==> src/design/i2c_master_transaction_engine_macros.svh <==
// Assertion macros for the I2C master transaction engine.
// Used by the top level only; needs a clock i_clk and a reset i_rst_n in scope.
`ifndef I2C_MASTER_TRANSACTION_ENGINE_MACROS_SVH
`define I2C_MASTER_TRANSACTION_ENGINE_MACROS_SVH

// Same-cycle implication, checked outside reset.
`define I2CM_ASSERT_NOW(label, ante, cons, msg) \
    label: assert property (@(posedge i_clk) disable iff (!i_rst_n) \
        (ante) |-> (cons)) else $error(msg);

// Next-cycle implication, checked outside reset.
`define I2CM_ASSERT_NEXT(label, ante, cons, msg) \
    label: assert property (@(posedge i_clk) disable iff (!i_rst_n) \
        (ante) |=> (cons)) else $error(msg);

`endif

==> src/design/i2cm_pkg.sv <==
// Shared types, constants and phase-step functions of the I2C master engine.
// No dependencies; used by i2cm_wbuf, i2cm_core and the top level.
`default_nettype none

package i2cm_pkg;

    localparam int BUFFER_DEPTH_DEF = 128;

    // Configuration register indexes.
    localparam logic [2:0] CFG_SLAVE_ADDRESS   = 3'd0;
    localparam logic [2:0] CFG_HOLD_TICKS      = 3'd1;
    localparam logic [2:0] CFG_ADDR_ACK_WAIT   = 3'd2;
    localparam logic [2:0] CFG_BYTE_ACK_WAIT   = 3'd3;
    localparam logic [2:0] CFG_ADDR_RETRIES    = 3'd4;

    localparam logic [6:0]  SLAVE_ADDRESS_RST  = 7'd48;
    localparam logic [7:0]  HOLD_TICKS_RST     = 8'd1;
    localparam logic [11:0] ADDR_ACK_WAIT_RST  = 12'd550;
    localparam logic [7:0]  BYTE_ACK_WAIT_RST  = 8'd8;
    localparam logic [2:0]  ADDR_RETRIES_RST   = 3'd3;

    typedef enum logic [1:0] {
        OP_TICK  = 2'd0,
        OP_WRITE = 2'd1,
        OP_READ  = 2'd2,
        OP_LOAD  = 2'd3
    } t_op;

    typedef enum logic [1:0] {
        STAT_NONE = 2'd0,
        STAT_DONE = 2'd1,
        STAT_NACK = 2'd2
    } t_status;

    typedef enum logic [23:0] {
        P_IDLE = 24'h000001,
        P_ST0  = 24'h000002,
        P_ST1  = 24'h000004,
        P_ST2  = 24'h000008,
        P_ST3  = 24'h000010,
        P_WB0  = 24'h000020,
        P_WB1  = 24'h000040,
        P_WB2  = 24'h000080,
        P_GA0  = 24'h000100,
        P_GA1  = 24'h000200,
        P_GA2  = 24'h000400,
        P_GA3  = 24'h000800,
        P_RB0  = 24'h001000,
        P_RB1  = 24'h002000,
        P_RB2  = 24'h004000,
        P_RB3  = 24'h008000,
        P_RB4  = 24'h010000,
        P_MA0  = 24'h020000,
        P_MA1  = 24'h040000,
        P_MA2  = 24'h080000,
        P_MA3  = 24'h100000,
        P_SP0  = 24'h200000,
        P_SP1  = 24'h400000,
        P_SP2  = 24'h800000
    } t_phase;

    typedef struct packed {
        logic [6:0]  slave_address;
        logic [7:0]  hold_ticks;
        logic [11:0] address_ack_wait;
        logic [7:0]  byte_ack_wait;
        logic [2:0]  address_retries;
    } t_cfg;

    localparam t_cfg CFG_RESET = '{
        slave_address:    SLAVE_ADDRESS_RST,
        hold_ticks:       HOLD_TICKS_RST,
        address_ack_wait: ADDR_ACK_WAIT_RST,
        byte_ack_wait:    BYTE_ACK_WAIT_RST,
        address_retries:  ADDR_RETRIES_RST
    };

    // Engine state plus the per-transaction result flags.
    typedef struct packed {
        t_phase      phase;
        logic [11:0] tick_count;
        logic [3:0]  bit_index;
        logic [7:0]  byte_index;
        logic [7:0]  byte_total;
        logic [7:0]  shift_reg;
        logic [2:0]  attempt_count;
        logic        is_read;
        logic        scl_level;
        logic        sda_level;
        logic        sda_dir;
        logic        addr_stage;
        logic        ack_missed;
        logic [7:0]  res_byte;
        logic        res_valid;
        t_status     res_status;
        logic        clr_load;
    } t_state;

    localparam t_state STATE_RESET = '{
        phase:         P_IDLE,
        tick_count:    12'd0,
        bit_index:     4'd0,
        byte_index:    8'd0,
        byte_total:    8'd0,
        shift_reg:     8'd0,
        attempt_count: 3'd0,
        is_read:       1'b0,
        scl_level:     1'b1,
        sda_level:     1'b1,
        sda_dir:       1'b0,
        addr_stage:    1'b0,
        ack_missed:    1'b0,
        res_byte:      8'd0,
        res_valid:     1'b0,
        res_status:    STAT_NONE,
        clr_load:      1'b0
    };

    typedef struct packed {
        logic       scl;
        logic       sda_out;
        logic       sda_drive;
        logic [7:0] read_byte;
        logic       read_valid;
        logic       busy;
        t_status    status;
    } t_result;

    // A zero hold is treated as a hold of one tick.
    function automatic logic [11:0] hold_len(input t_cfg c);
        logic [11:0] w;
        w = {4'd0, c.hold_ticks};
        if (c.hold_ticks == 8'd0) begin
            w = 12'd1;
        end
        return w;
    endfunction

    // Moves to phase p, performs its pin action and loads its wait.
    function automatic t_state enter_phase(input t_state s, input t_phase p, input t_cfg c);
        t_state      n;
        logic [11:0] w;
        n = s;
        w = hold_len(c);
        n.phase = p;
        case (p)
            P_ST0: begin
                n.sda_dir   = 1'b1;
                n.sda_level = 1'b1;
            end
            P_ST1, P_WB1, P_GA1, P_RB2, P_MA1, P_SP1: begin
                n.scl_level = 1'b1;
            end
            P_ST2: begin
                n.sda_level = 1'b0;
            end
            P_ST3, P_WB2, P_GA2, P_RB1, P_RB4, P_MA2: begin
                n.scl_level = 1'b0;
            end
            P_WB0: begin
                n.sda_dir   = 1'b1;
                n.sda_level = s.shift_reg[7];
            end
            P_GA0: begin
                n.sda_level = 1'b0;
                n.sda_dir   = 1'b0;
            end
            P_GA3: begin
                w = s.addr_stage ? c.address_ack_wait : {4'd0, c.byte_ack_wait};
            end
            P_RB0: begin
                n.scl_level = 1'b0;
                n.sda_dir   = 1'b0;
            end
            P_MA0: begin
                n.sda_dir   = 1'b1;
                n.sda_level = (({1'b0, s.byte_index} + 9'd1) >= {1'b0, s.byte_total});
            end
            P_MA3: begin
                w = {4'd0, c.byte_ack_wait};
            end
            P_SP0: begin
                n.sda_dir   = 1'b1;
                n.sda_level = 1'b0;
            end
            P_SP2: begin
                n.sda_level = 1'b1;
            end
            default: begin
            end
        endcase
        n.tick_count = w;
        return n;
    endfunction

    function automatic t_state start_write(input t_state s, input t_cfg c,
                                           input logic [7:0] fetch);
        t_state n;
        n = s;
        n.shift_reg = fetch;
        n.bit_index = 4'd0;
        return enter_phase(n, P_WB0, c);
    endfunction

    function automatic t_state after_payload(input t_state s, input t_cfg c,
                                             input logic [7:0] fetch);
        t_state n;
        n = s;
        n.byte_index = s.byte_index + 8'd1;
        if (n.byte_index >= n.byte_total) begin
            n = enter_phase(n, P_SP0, c);
        end else if (n.is_read) begin
            n = enter_phase(n, P_RB0, c);
        end else begin
            n = start_write(n, c, fetch);
        end
        return n;
    endfunction

    // Ends the current phase and moves on; fetch is the next write byte.
    function automatic t_state leave_step(input t_state s, input logic sda, input t_cfg c,
                                          input logic [7:0] fetch);
        t_state n;
        n = s;
        case (s.phase)
            P_ST3: begin
                n.shift_reg = {c.slave_address, s.is_read};
                n.bit_index = 4'd0;
                n = enter_phase(n, P_WB0, c);
            end
            P_WB2: begin
                n.shift_reg = {s.shift_reg[6:0], 1'b0};
                n.bit_index = s.bit_index + 4'd1;
                n = enter_phase(n, (n.bit_index < 4'd8) ? P_WB0 : P_GA0, c);
            end
            P_GA1: begin
                n.ack_missed = sda;
                n = enter_phase(n, P_GA2, c);
            end
            P_GA3: begin
                if (!s.addr_stage) begin
                    n = after_payload(n, c, fetch);
                end else if (s.ack_missed) begin
                    if (s.attempt_count < c.address_retries) begin
                        n.attempt_count = s.attempt_count + 3'd1;
                        n = enter_phase(n, P_ST0, c);
                    end else begin
                        n = enter_phase(n, P_SP0, c);
                    end
                end else begin
                    n.addr_stage = 1'b0;
                    n.byte_index = 8'd0;
                    if (s.byte_total == 8'd0) begin
                        n = enter_phase(n, P_SP0, c);
                    end else if (s.is_read) begin
                        n = enter_phase(n, P_RB0, c);
                    end else begin
                        n = start_write(n, c, fetch);
                    end
                end
            end
            P_RB0: begin
                n.bit_index = 4'd0;
                n.shift_reg = 8'd0;
                n = enter_phase(n, P_RB1, c);
            end
            P_RB2: begin
                n.shift_reg = {s.shift_reg[6:0], sda};
                n.bit_index = s.bit_index + 4'd1;
                if (n.bit_index >= 4'd8) begin
                    n.res_byte  = n.shift_reg;
                    n.res_valid = 1'b1;
                end
                n = enter_phase(n, P_RB3, c);
            end
            P_RB4: begin
                n = enter_phase(n, (s.bit_index < 4'd8) ? P_RB1 : P_MA0, c);
            end
            P_MA3: begin
                n = after_payload(n, c, fetch);
            end
            P_SP2: begin
                n.res_status = (s.addr_stage && s.ack_missed) ? STAT_NACK : STAT_DONE;
                n.clr_load   = !s.is_read;
                n.phase      = P_IDLE;
                n.tick_count = 12'd0;
            end
            P_ST0: n = enter_phase(n, P_ST1, c);
            P_ST1: n = enter_phase(n, P_ST2, c);
            P_ST2: n = enter_phase(n, P_ST3, c);
            P_WB0: n = enter_phase(n, P_WB1, c);
            P_WB1: n = enter_phase(n, P_WB2, c);
            P_GA0: n = enter_phase(n, P_GA1, c);
            P_GA2: n = enter_phase(n, P_GA3, c);
            P_RB1: n = enter_phase(n, P_RB2, c);
            P_RB3: n = enter_phase(n, P_RB4, c);
            P_MA0: n = enter_phase(n, P_MA1, c);
            P_MA1: n = enter_phase(n, P_MA2, c);
            P_MA2: n = enter_phase(n, P_MA3, c);
            P_SP0: n = enter_phase(n, P_SP1, c);
            P_SP1: n = enter_phase(n, P_SP2, c);
            default: begin
                n.phase      = P_IDLE;
                n.tick_count = 12'd0;
            end
        endcase
        return n;
    endfunction

endpackage

`default_nettype wire

==> src/design/i2cm_wbuf.sv <==
// Write buffer memory: one write port and one read port with registered data.
// Depends on i2cm_pkg for the default depth.
`default_nettype none

module i2cm_wbuf #(
    parameter int  DEPTH = i2cm_pkg::BUFFER_DEPTH_DEF,
    localparam int AW    = (DEPTH > 1) ? $clog2(DEPTH) : 1
) (
    input  wire logic          i_clk,
    input  wire logic          i_wr_en,
    input  wire logic [AW-1:0] i_wr_addr,
    input  wire logic [7:0]    i_wr_data,
    input  wire logic [AW-1:0] i_rd_addr,
    output logic      [7:0]    o_rd_data
);

    logic [7:0] r_mem [DEPTH];
    logic [7:0] r_rd_data;

    always_ff @(posedge i_clk) begin
        if (i_wr_en) begin
            r_mem[i_wr_addr] <= i_wr_data;
        end
        r_rd_data <= r_mem[i_rd_addr];
    end

    assign o_rd_data = r_rd_data;

endmodule

`default_nettype wire

==> src/design/i2cm_core.sv <==
// Phase sequencer of the I2C master: state registers, loaded-byte count and
// buffer addressing. Depends on i2cm_pkg; reads the buffer held in i2cm_wbuf.
`default_nettype none

module i2cm_core #(
    parameter int  DEPTH = i2cm_pkg::BUFFER_DEPTH_DEF,
    localparam int AW    = (DEPTH > 1) ? $clog2(DEPTH) : 1,
    localparam int LCW   = $clog2(DEPTH + 1)
) (
    input  wire logic              i_clk,
    input  wire logic              i_rst_n,
    input  wire i2cm_pkg::t_cfg    i_cfg,
    input  wire logic              i_accept,
    input  wire logic [1:0]        i_operation,
    input  wire logic [7:0]        i_byte_count,
    input  wire logic [7:0]        i_write_byte,
    input  wire logic              i_sda_sample,
    input  wire logic [7:0]        i_rd_data,
    output logic      [AW-1:0]     o_rd_addr,
    output logic                   o_wr_en,
    output logic      [AW-1:0]     o_wr_addr,
    output logic      [7:0]        o_wr_data,
    output i2cm_pkg::t_result      o_res
);

    localparam logic [8:0]     DEPTH_W = 9'(DEPTH);
    localparam logic [LCW-1:0] DEPTH_L = LCW'(DEPTH);

    i2cm_pkg::t_state r_st;
    i2cm_pkg::t_state n_st;
    i2cm_pkg::t_state s_one;
    i2cm_pkg::t_state s_two;
    logic [LCW-1:0]   r_load_count;
    logic [LCW-1:0]   n_load_count;
    logic [8:0]       fetch_idx;
    logic [7:0]       fetch_byte;
    logic             load_ok;
    i2cm_pkg::t_op    op;

    assign op = i2cm_pkg::t_op'(i_operation);

    // The byte that the next write-byte start needs is prefetched all the time:
    // byte zero during the address stage, else the one after the current byte.
    assign fetch_idx  = r_st.addr_stage ? 9'd0 : ({1'b0, r_st.byte_index} + 9'd1);
    assign o_rd_addr  = (fetch_idx < DEPTH_W) ? fetch_idx[AW-1:0] : '0;
    assign fetch_byte = (fetch_idx < 9'(r_load_count)) ? i_rd_data : 8'd0;

    assign load_ok   = (r_load_count < DEPTH_L);
    assign o_wr_addr = r_load_count[AW-1:0];
    assign o_wr_data = i_write_byte;

    always_comb begin
        n_st            = r_st;
        n_st.res_byte   = 8'd0;
        n_st.res_valid  = 1'b0;
        n_st.res_status = i2cm_pkg::STAT_NONE;
        n_st.clr_load   = 1'b0;
        n_load_count    = r_load_count;
        o_wr_en         = 1'b0;
        s_one           = n_st;
        s_two           = n_st;
        if (r_st.phase == i2cm_pkg::P_IDLE) begin
            if ((op inside {i2cm_pkg::OP_WRITE, i2cm_pkg::OP_READ})
                    && ({1'b0, i_byte_count} <= DEPTH_W)) begin
                n_st.is_read       = (op == i2cm_pkg::OP_READ);
                n_st.byte_total    = i_byte_count;
                n_st.byte_index    = 8'd0;
                n_st.bit_index     = 4'd0;
                n_st.attempt_count = 3'd0;
                n_st.addr_stage    = 1'b1;
                n_st.ack_missed    = 1'b0;
                n_st = i2cm_pkg::enter_phase(n_st, i2cm_pkg::P_ST0, i_cfg);
            end else if ((op == i2cm_pkg::OP_LOAD) && load_ok) begin
                o_wr_en      = i_accept;
                n_load_count = r_load_count + LCW'(1);
            end
        end else if (op == i2cm_pkg::OP_TICK) begin
            if (r_st.tick_count > 12'd1) begin
                n_st.tick_count = r_st.tick_count - 12'd1;
            end else begin
                // Only the acknowledge-wait phases can carry a zero wait, and the
                // phase after them never does, so two steps cover every case.
                s_one = i2cm_pkg::leave_step(n_st, i_sda_sample, i_cfg, fetch_byte);
                s_two = s_one;
                if ((s_one.phase != i2cm_pkg::P_IDLE) && (s_one.tick_count == 12'd0)) begin
                    s_two = i2cm_pkg::leave_step(s_one, i_sda_sample, i_cfg, fetch_byte);
                end
                n_st = s_two;
            end
        end
        if (n_st.clr_load) begin
            n_load_count = '0;
        end
    end

    always_ff @(posedge i_clk) begin
        if (!i_rst_n) begin
            r_st         <= i2cm_pkg::STATE_RESET;
            r_load_count <= '0;
        end else if (i_accept) begin
            r_st         <= n_st;
            r_load_count <= n_load_count;
        end
    end

    always_comb begin
        o_res.scl        = n_st.scl_level;
        o_res.sda_out    = n_st.sda_dir & n_st.sda_level;
        o_res.sda_drive  = n_st.sda_dir;
        o_res.read_byte  = n_st.res_byte;
        o_res.read_valid = n_st.res_valid;
        o_res.busy       = (n_st.phase != i2cm_pkg::P_IDLE);
        o_res.status     = n_st.res_status;
    end

endmodule

`default_nettype wire

==> src/design/i2c_master_transaction_engine.sv <==
// Top level of the I2C master transaction engine: configuration registers,
// output register and handshake. Depends on i2cm_pkg, i2cm_wbuf, i2cm_core
// and the assertion macros header.
//
//   Channel   Direction  Handshake                 Carries
//   in        input      i_in_valid / o_in_ready   operation, byte count, write byte, SDA
//   out       output     o_out_valid / i_out_ready pin levels, read byte, busy, status
//   cfg       input      i_cfg_we (no wait)        register index and data
//
// One transaction is taken in every clock cycle and its result appears in the
// output register on the next cycle. Within that cycle the sequencer may end
// two phases back to back, which sets the longest path; write bytes come from a
// prefetched read of the buffer memory, so its registered output adds no delay.
// Reset is synchronous and active low; the buffer memory needs no clearing
// pass. When the output register is full and not taken, the input stalls.
`default_nettype none

`include "i2c_master_transaction_engine_macros.svh"

module i2c_master_transaction_engine #(
    parameter int  BUFFER_DEPTH = i2cm_pkg::BUFFER_DEPTH_DEF,
    localparam int AW           = (BUFFER_DEPTH > 1) ? $clog2(BUFFER_DEPTH) : 1
) (
    input  wire logic        i_clk,
    input  wire logic        i_rst_n,
    // input transactions
    input  wire logic        i_in_valid,
    output logic             o_in_ready,
    input  wire logic [1:0]  i_operation,
    input  wire logic [7:0]  i_byte_count,
    input  wire logic [7:0]  i_write_byte,
    input  wire logic        i_sda_sample,
    // result transactions
    output logic             o_out_valid,
    input  wire logic        i_out_ready,
    output logic             o_scl,
    output logic             o_sda_out,
    output logic             o_sda_drive,
    output logic [7:0]       o_read_byte,
    output logic             o_read_valid,
    output logic             o_busy_res,
    output logic [1:0]       o_status,
    // configuration writes
    input  wire logic        i_cfg_we,
    input  wire logic [2:0]  i_cfg_index,
    input  wire logic [11:0] i_cfg_data
);

    i2cm_pkg::t_cfg    r_cfg;
    i2cm_pkg::t_result r_res;
    i2cm_pkg::t_result core_res;
    logic              r_out_valid;
    logic              accept;
    logic              wr_en;
    logic [AW-1:0]     wr_addr;
    logic [7:0]        wr_data;
    logic [AW-1:0]     rd_addr;
    logic [7:0]        rd_data;

    // A new transaction is taken whenever the output register is empty or is
    // being emptied in the same cycle.
    assign o_in_ready = !r_out_valid || i_out_ready;
    assign accept     = i_in_valid && o_in_ready;

    // Configuration registers. The user must write only while the engine is idle; not enforced.
    always_ff @(posedge i_clk) begin
        if (!i_rst_n) begin
            r_cfg <= i2cm_pkg::CFG_RESET;
        end else if (i_cfg_we) begin
            case (i_cfg_index)
                i2cm_pkg::CFG_SLAVE_ADDRESS: r_cfg.slave_address    <= i_cfg_data[6:0];
                i2cm_pkg::CFG_HOLD_TICKS:    r_cfg.hold_ticks       <= i_cfg_data[7:0];
                i2cm_pkg::CFG_ADDR_ACK_WAIT: r_cfg.address_ack_wait <= i_cfg_data;
                i2cm_pkg::CFG_BYTE_ACK_WAIT: r_cfg.byte_ack_wait    <= i_cfg_data[7:0];
                i2cm_pkg::CFG_ADDR_RETRIES:  r_cfg.address_retries  <= i_cfg_data[2:0];
                default: begin
                end
            endcase
        end
    end

    i2cm_wbuf #(
        .DEPTH (BUFFER_DEPTH)
    ) u_wbuf (
        .i_clk     (i_clk),
        .i_wr_en   (wr_en),
        .i_wr_addr (wr_addr),
        .i_wr_data (wr_data),
        .i_rd_addr (rd_addr),
        .o_rd_data (rd_data)
    );

    i2cm_core #(
        .DEPTH (BUFFER_DEPTH)
    ) u_core (
        .i_clk        (i_clk),
        .i_rst_n      (i_rst_n),
        .i_cfg        (r_cfg),
        .i_accept     (accept),
        .i_operation  (i_operation),
        .i_byte_count (i_byte_count),
        .i_write_byte (i_write_byte),
        .i_sda_sample (i_sda_sample),
        .i_rd_data    (rd_data),
        .o_rd_addr    (rd_addr),
        .o_wr_en      (wr_en),
        .o_wr_addr    (wr_addr),
        .o_wr_data    (wr_data),
        .o_res        (core_res)
    );

    // Output register: the valid flag is control state, the payload is not reset.
    always_ff @(posedge i_clk) begin
        if (!i_rst_n) begin
            r_out_valid <= 1'b0;
        end else if (accept) begin
            r_out_valid <= 1'b1;
        end else if (i_out_ready) begin
            r_out_valid <= 1'b0;
        end
    end

    always_ff @(posedge i_clk) begin
        if (accept) begin
            r_res <= core_res;
        end
    end

    assign o_out_valid  = r_out_valid;
    assign o_scl        = r_res.scl;
    assign o_sda_out    = r_res.sda_out;
    assign o_sda_drive  = r_res.sda_drive;
    assign o_read_byte  = r_res.read_byte;
    assign o_read_valid = r_res.read_valid;
    assign o_busy_res   = r_res.busy;
    assign o_status     = r_res.status;

    // A received byte can only appear while a transfer is still running.
    `I2CM_ASSERT_NOW(a_read_while_busy, o_out_valid && o_read_valid, o_busy_res, "read byte outside a transfer")
    // A completion status is only reported once the engine has gone idle.
    `I2CM_ASSERT_NOW(a_status_idle, o_out_valid && (o_status != i2cm_pkg::STAT_NONE), !o_busy_res, "status while busy")
    // Between transfers the bus clock rests high.
    `I2CM_ASSERT_NOW(a_idle_scl_high, o_out_valid && !o_busy_res, o_scl, "SCL low while idle")
    // Every accepted transaction fills the output register.
    `I2CM_ASSERT_NEXT(a_accept_fills, accept, o_out_valid, "accepted transaction lost")

endmodule

`default_nettype wire

==> config.mk <==
export PLATFORM = sky130hd
export DESIGN_NAME = i2c_master_transaction_engine
export DESIGN_NICKNAME = d
export VERILOG_FILES = /design/src/design/i2cm_pkg.sv /design/src/design/i2cm_wbuf.sv /design/src/design/i2cm_core.sv /design/src/design/i2c_master_transaction_engine.sv
export VERILOG_INCLUDE_DIRS = /design/src /design/src/design
export SDC_FILE = /design/constraint.sdc
export NUM_CORES = 2
export LEC_CHECK = 0
export BUFFER_PORTS_ARGS = -buffer_cell sky130_fd_sc_hd__buf_4
export CAP_MARGIN = 20
export CORE_ASPECT_RATIO = 1.75
export CORE_UTILIZATION = 50
export DETAILED_ROUTE_END_ITERATION = 8
export PLACE_DENSITY_LB_ADDON = 0.08
export SLEW_MARGIN = 10
export SYNTH_ARGS = -nofsm -noshare
export SYNTH_HDL_FRONTEND = slang
export SYNTH_SLANG_ARGS = --single-unit
==> constraint.sdc <==
create_clock -name i_clk -period 5.3 [get_ports i_clk]
set_input_delay 1.59 -clock i_clk [delete_from_list [all_inputs] [get_ports i_clk]]
set_output_delay 1.59 -clock i_clk [all_outputs]
set_load 0.005 [all_outputs]
=== Word-level counts from Yosys, hierarchy flattened ===
Memory sizes are Yosys's and may differ from the RTL's. A register that Yosys moved wholly into a read port is not among the register bits.
Index checks and enable logic that the tools add are counted.

* $add $sub $neg: 10
* Magnitude comparators: 17
* Equal/unequal tests: 147
* Muxes and demuxes: 86
* Bitwise logic cells: 3
* Reduce and logical (&&, ||, !) cells: 58

{| class="wikitable"
|+ Operator list
! kind !! count
|-
| 85-bit 2-to-1 mux || 22
|-
| 36-bit one-hot mux with 22 select lines || 2
|-
| 46-bit one-hot mux with 12 select lines || 2
|-
| 74-bit 2-to-1 mux || 6
|-
| 83-bit 2-to-1 mux || 2
|-
| 24-bit by 10-bit equality test with 1-bit output, second input constant || 6
|-
| 24-bit by 11-bit equality test with 1-bit output, second input constant || 6
|-
| 24-bit by 12-bit equality test with 1-bit output, second input constant || 6
|-
| 24-bit by 13-bit equality test with 1-bit output, second input constant || 6
|-
| 24-bit by 14-bit equality test with 1-bit output, second input constant || 6
|-
| 24-bit by 15-bit equality test with 1-bit output, second input constant || 6
|-
| 24-bit by 17-bit equality test with 1-bit output, second input constant || 6
|-
| 24-bit by 18-bit equality test with 1-bit output, second input constant || 6
|-
| 24-bit by 19-bit equality test with 1-bit output, second input constant || 6
|-
| 24-bit by 2-bit equality test with 1-bit output, second input constant || 6
|-
| 24-bit by 20-bit equality test with 1-bit output, second input constant || 6
|-
| 24-bit by 21-bit equality test with 1-bit output, second input constant || 6
|-
| 24-bit by 22-bit equality test with 1-bit output, second input constant || 6
|-
| 24-bit by 23-bit equality test with 1-bit output, second input constant || 6
|-
| 24-bit equality test, second input constant || 6
|-
| 24-bit by 3-bit equality test with 1-bit output, second input constant || 6
|-
| 24-bit by 4-bit equality test with 1-bit output, second input constant || 6
|-
| 24-bit by 5-bit equality test with 1-bit output, second input constant || 6
|-
| 24-bit by 6-bit equality test with 1-bit output, second input constant || 6
|-
| other kinds (61) || 173
|}

* Bits in registers: 135
* Bits in writable memories: 1024
* Output and inout port bits: 17
* Logic and storage cells: 349
* Memories: 1

{| class="wikitable"
|+ Memory list
! memory !! depth !! bits a word !! read ports !! clocked after Yosys merged registers in !! wr ports !! RTL line !! source
|-
| u_wbuf.r_mem || 128 || 8 || 1 || 1 || 1 || i2cm_wbuf.sv:17 || <nowiki>logic [7:0] r_mem [DEPTH];</nowiki>
|}

=== Logic depth before layout (Yosys ltp) ===
* Word-level depth: 29
* Mapped depth: 21

=== Modules after synthesis ===
From an unflattened synthesis, not the netlist that was laid out.

* Cell total of the unflattened synthesis: 2859
* Area, all modules: 49433.7 µm²

{| class="wikitable"
|+ Modules (own cells, without submodules)
! module !! instances !! cells an instance !! area an instance (µm²) !! sequential area each (µm²)
|-
| i2cm_wbuf || 1 || 1634 || 39656.8 || 30909.6
|-
| i2cm_core || 1 || 1057 || 7780.0 || 1601.5
|-
| i2c_master_transaction_engine || 1 || 168 || 1996.9 || 1231.2
|}

=== Worst setup path after synthesis ===
No wires, ideal clock.

* Kind: reg-to-reg
* From: register u_core.r_st[70] (netlist name)
* To: register r_res, in the netlist o_sda_out, data pin
* Data arrival time: 4.882 ns
* Setup slack: 0.163 ns
* Stages on the path, launching flop included: 19
* Path buffers: 2
* Clock period less this slack: 5.137 ns
* Cell sequence: dfxtp_1 > clkbuf_1 > or4b_1 > clkbuf_1 > or2_2 > or3_1 > nand2_2 > a221oi_1 > or4b_1 > nor3_2 > xor2_1 > ha_1 > and3_1 > a221o_1 > o311a_1 > or3_4 > o21a_1 > a211o_1 > and3_1

{| class="wikitable"
|+ RTL lines
! what !! RTL line !! source
|-
| from (decl) || i2cm_core.sv:29 || <nowiki>i2cm_pkg::t_state r_st;</nowiki>
|-
| from (signal assigned) || i2cm_core.sv:98 || <nowiki>r_st <= i2cm_pkg::STATE_RESET;</nowiki>
|-
| from (signal assigned) || i2cm_core.sv:101 || <nowiki>r_st <= n_st;</nowiki>
|-
| to (signal assigned) || i2c_master_transaction_engine.sv:125 || <nowiki>r_res <= core_res;</nowiki>
|-
| to (decl) || i2c_master_transaction_engine.sv:50 || <nowiki>i2cm_pkg::t_result r_res;</nowiki>
|}

=== Worst setup path after layout ===
* From: register u_core.r_st[61] (netlist name)
* To: register u_core.r_st[62] (netlist name)

* Cells in the longest elaborated chain, start to end: 15
* Elaborated cells on any way between the ends: 73
* Those cells by class: 1 x add/sub; 2 x order compare; 46 x eq/ne; 19 x mux; 5 x reduce/logical

{| class="wikitable"
|+ Ends and longest elaborated chain
! what !! RTL line !! source
|-
| 24-bit by 2-bit equality test with 1-bit output, or another cell as far along || i2cm_pkg.sv:225 || <nowiki>case (s.phase)</nowiki>
|-
| 6-bit OR reduction (no line) / 4-bit OR reduction (equally long branches) || n/a ||
|-
| 46-bit one-hot mux with 12 select lines || i2cm_pkg.sv:225 ||
|-
| 46-bit 2-to-1 mux || i2cm_core.sv:78 || <nowiki>if (r_st.tick_count > 12'd1) begin</nowiki>
|-
| 46-bit 2-to-1 mux || i2cm_core.sv:77 || <nowiki>end else if (op == i2cm_pkg::OP_TICK) begin</nowiki>
|-
| 46-bit 2-to-1 mux || i2cm_core.sv:62 || <nowiki>if (r_st.phase == i2cm_pkg::P_IDLE) begin</nowiki>
|-
| 8-bit by 1-bit adder with 8-bit output, or another cell as far along || i2cm_pkg.sv:209 || <nowiki>n.byte_index = s.byte_index + 8'd1;</nowiki>
|-
| 8-bit greater-or-equal comparator, or another cell as far along || i2cm_pkg.sv:210 || <nowiki>if (n.byte_index >= n.byte_total) begin</nowiki>
|-
| 85-bit 2-to-1 mux (on tied branches) || i2cm_pkg.sv:210, i2cm_pkg.sv:243 ||
|-
| 85-bit 2-to-1 mux || i2cm_pkg.sv:241 || <nowiki>if (!s.addr_stage) begin</nowiki>
|-
| 36-bit one-hot mux with 22 select lines || i2cm_pkg.sv:225 ||
|-
| 85-bit 2-to-1 mux || i2cm_core.sv:85 || <nowiki>if ((s_one.phase != i2cm_pkg::P_IDLE) && (s_one.tick_count == 12'd0)) begin</nowiki>
|-
| 24-bit 2-to-1 mux || i2cm_core.sv:78 ||
|-
| 85-bit 2-to-1 mux || i2cm_core.sv:77 ||
|-
| 85-bit 2-to-1 mux * || i2cm_core.sv:62 ||
|}

Mark *: on every way between the ends. The rest lies on a longest branch, timed or not. The select of a mux whose other input is x is not followed.
A chain may end at the register's enable or synchronous reset.

==> run metrics <==
placed wire-length estimate=113 mm; Rows=152; Seq/Total Area, Yosys=67.9%; clk buf depth=3; largest family of logic cells by synthesized area=simple AND/OR/NAND/NOR gates; Routability Congestion=1.04; Post-Synth Simple-Gate Area=15.5%; number of synthesized flops with an enable pin=~1,000; status=completed; Worst Max-Slew Pin Slew=about 1.3 ns; dpl cells=around 5,500; Layout Cells excl Fill=roughly 5,700; Nets=4,402; DRC viols=0; register area=33,700 sq um; Pre-Repair DR Iteration Count=6; share of cells above drive strength 1=about an eighth; crit path launch type=flip-flop; clk_skew=0.0511 ns; Syn-to-layout area delta=13.2%; synthesized area per cell=11.9 sq um; post-synthesis cell count=about 4,200; final WL=171 mm; Setup CP Type=reg -> reg; fmax=between 150 and 200 MHz; Final Cell Area=56,300 sq um; Fin Setup TNS=0 ns; worst vdd ir=279 uV; clk_lat worst skew=0.76 ns; # IOs=56; mapped cell area=around 50,000 sq um; initial antenna violation count=7; number of synthesized register bits=~1,200; Synth Net Count=4,268; fillers=8,337; H-tree depth=3; FF-to-FF path depth=19; root buf cell=clkbuf_16; largest net degree at the start of global routing=105; Via Count=36,071; CTS tree=yes; Final setup viols=0; first-pass GRT wire length=245 mm; Starting Density=50.6%; I/O Buffers=55; worst rel slew slack=between 10% and 20%; WHS=0.476 ns; hold buffers post-CTS=0; Num CTS Buffers=106; Hold Path Cell Cnt=2; Tot GR Track Use=34.2%; reg-to-reg slack, setup=0.03 ns; vias per cell=6.31; adder-cell share of the synthesized area=0.956%; fin util=57.2%; CTS sink cnt=1,166; fin. max-slew vios=0; Synth Warn #=0; die height=between 400 and 500 um; Final min period=5.27 ns; Critical Path Fanout Max=11; Clock transition at path regs=0.07 ns; worst min-delay path category=reg -> reg; RSZ-0062 raised after global routing=false; commonest non-fill, non-tap cells in the layout=edfxtp_1 (1,039), nand2_1 (809), nor2_1 (315); CP Capture Type=flip-flop; DRT iter0 DRCs=3,429; Critical Path RT=5.83 ns; area of the multi-input gates=14,900 sq um; Synth Area in Compound Gates=11.7%; Power Dens Cells=357 nW/um^2; leakage power=roughly 19 nW; ys flop type=edfxtp_1; most common cell after layout, fill and taps aside=edfxtp_1; maxcap violations=0; Core Region=approximately 100,000 sq um; dpl cell area=about 53,000 sq um; Die ar.=101,000 sq um; vias in the first global route=35,429; share of synthesized area spent on multiplexers=less than 1%; Synth Area in XOR/XNOR=less than 1%; Routed Antenna Nets=0; Die X=240 um; Final Hold Fails=0; Synth cell types=87; grt ovf=0; FFs w/ async S/R, synth=0%; fin crit share=99.4%; Arrival @ worst endpoint=5.80 ns; wire per inst=29.9 um
## power breakdown
part	internal (mW)	switching [mW]
clock	4.14	3.54
sequential	10.1	0.0593
combinational	0.633	1.65
## final timing paths
path | startpoint | end
max | u_core.r_st[61] | u_core.r_st[62]
max reg2reg | u_core.r_st[61] | u_core.r_st[62]
min | r_cfg[23] | r_cfg[23]
min reg2reg | r_cfg[23] | r_cfg[23]
## worst max-delay path, stage by stage, from the launching register on
cell,delay [ns]
dfxtp_1,0.31
nor4_1,0.29
buf_4,0.25
nand2_1,0.27
buf_4,0.29
or3_1,0.52
nor3b_1,0.27
buf_4,0.17
mux2_2,0.36
ha_1,0.27
nand2_1,0.06
a31oi_1,0.04
o31a_1,0.11
o211ai_1,0.08
and4_1,0.38
a31oi_1,0.12
buf_4,0.18
a21oi_1,0.23
nor3_1,0.07
nor2_1,0.75
## metal layers
| layer | wire, um | track usage [%] |
|---|---|---|
| met1 | 58100 | 36.6 |
| met4 | 12800 | 23.3 |
| met5 | 69 | 0 |
| met2 | 89400 | 61.2 |
| met3 | 10700 | 5.71 |
## what timing repair did
action                     4_1_cts  5_1_grt
resized for setup                0        6
setup endpoints to repair        0        7
setup buffers                    0        0
## layout make-up
class | instances | share of cell area, %
Clock buffer | 123 | 4.83
Clock inverter | 70 | 1.19
Multi-Input combinational cell | 2706 | 26.5
Inverter | 48 | 0.329
Tap cell | 1309 | 2.91
Sequential cell | 1166 | 59.9
Timing Repair Buffer | 297 | 4.26
Antenna cell | 1 | 0.00445
## cells by family after synthesis
family	Yosys count
DFF	1166
buffers and inverters	319
and+or+nand+nor	1711
xor gates and xnor gates	33
AOI/OAI and AO/OA	891
muxes	33
adders and majority gates	38
## state kept, by name, indices dropped and copies added, names as in the netlist
name and flops:
u_core.r_load_count 8, u_core.r_st 72, o_status 2, u_wbuf.r_mem 1024, o_sda_out 1, u_wbuf.o_rd_data 8, o_out_valid 1, o_scl 1
o_busy_res 1, r_cfg 38, o_sda_drive 1, o_read_valid 1, o_read_byte 8
## synth_stat cells (all sizes together) (20+ instances only)
cell type / count / share of area [%]
o211ai: 43 / 0.65
buf: 53 / 0.48
nand4: 48 / 0.62
nor3: 67 / 0.68
nand2: 814 / 6.1
nor2: 316 / 2.4
clkbuf: 218 / 1.6
o22ai: 62 / 0.78
o221ai: 85 / 1.5
ha: 38 / 0.96
nor4: 43 / 0.67
o21ai: 223 / 2.2
a21oi: 184 / 1.9
mux2: 20 / 0.45
a32oi: 24 / 0.42
edfxtp: 1039 / 63
inv: 48 / 0.36
nand3: 246 / 2.5
or3: 27 / 0.35
and3: 28 / 0.35
dfxtp: 127 / 5.1
xnor2: 23 / 0.41
a31oi: 97 / 1.2
or4: 30 / 0.47
## per-stage QoR
step / setup WS [ns] / power (mW)
floorplan: 0.163 / 11.4
global placement: 0.143 / 12.5
detailed placement: 0.108 / 12.5
CTS: 0.0904 / 20.1
global route: 0.0290 / 20.6
finish: 0.0336 / 20.1
Note: power is estimated with default switching activity, not from simulation.
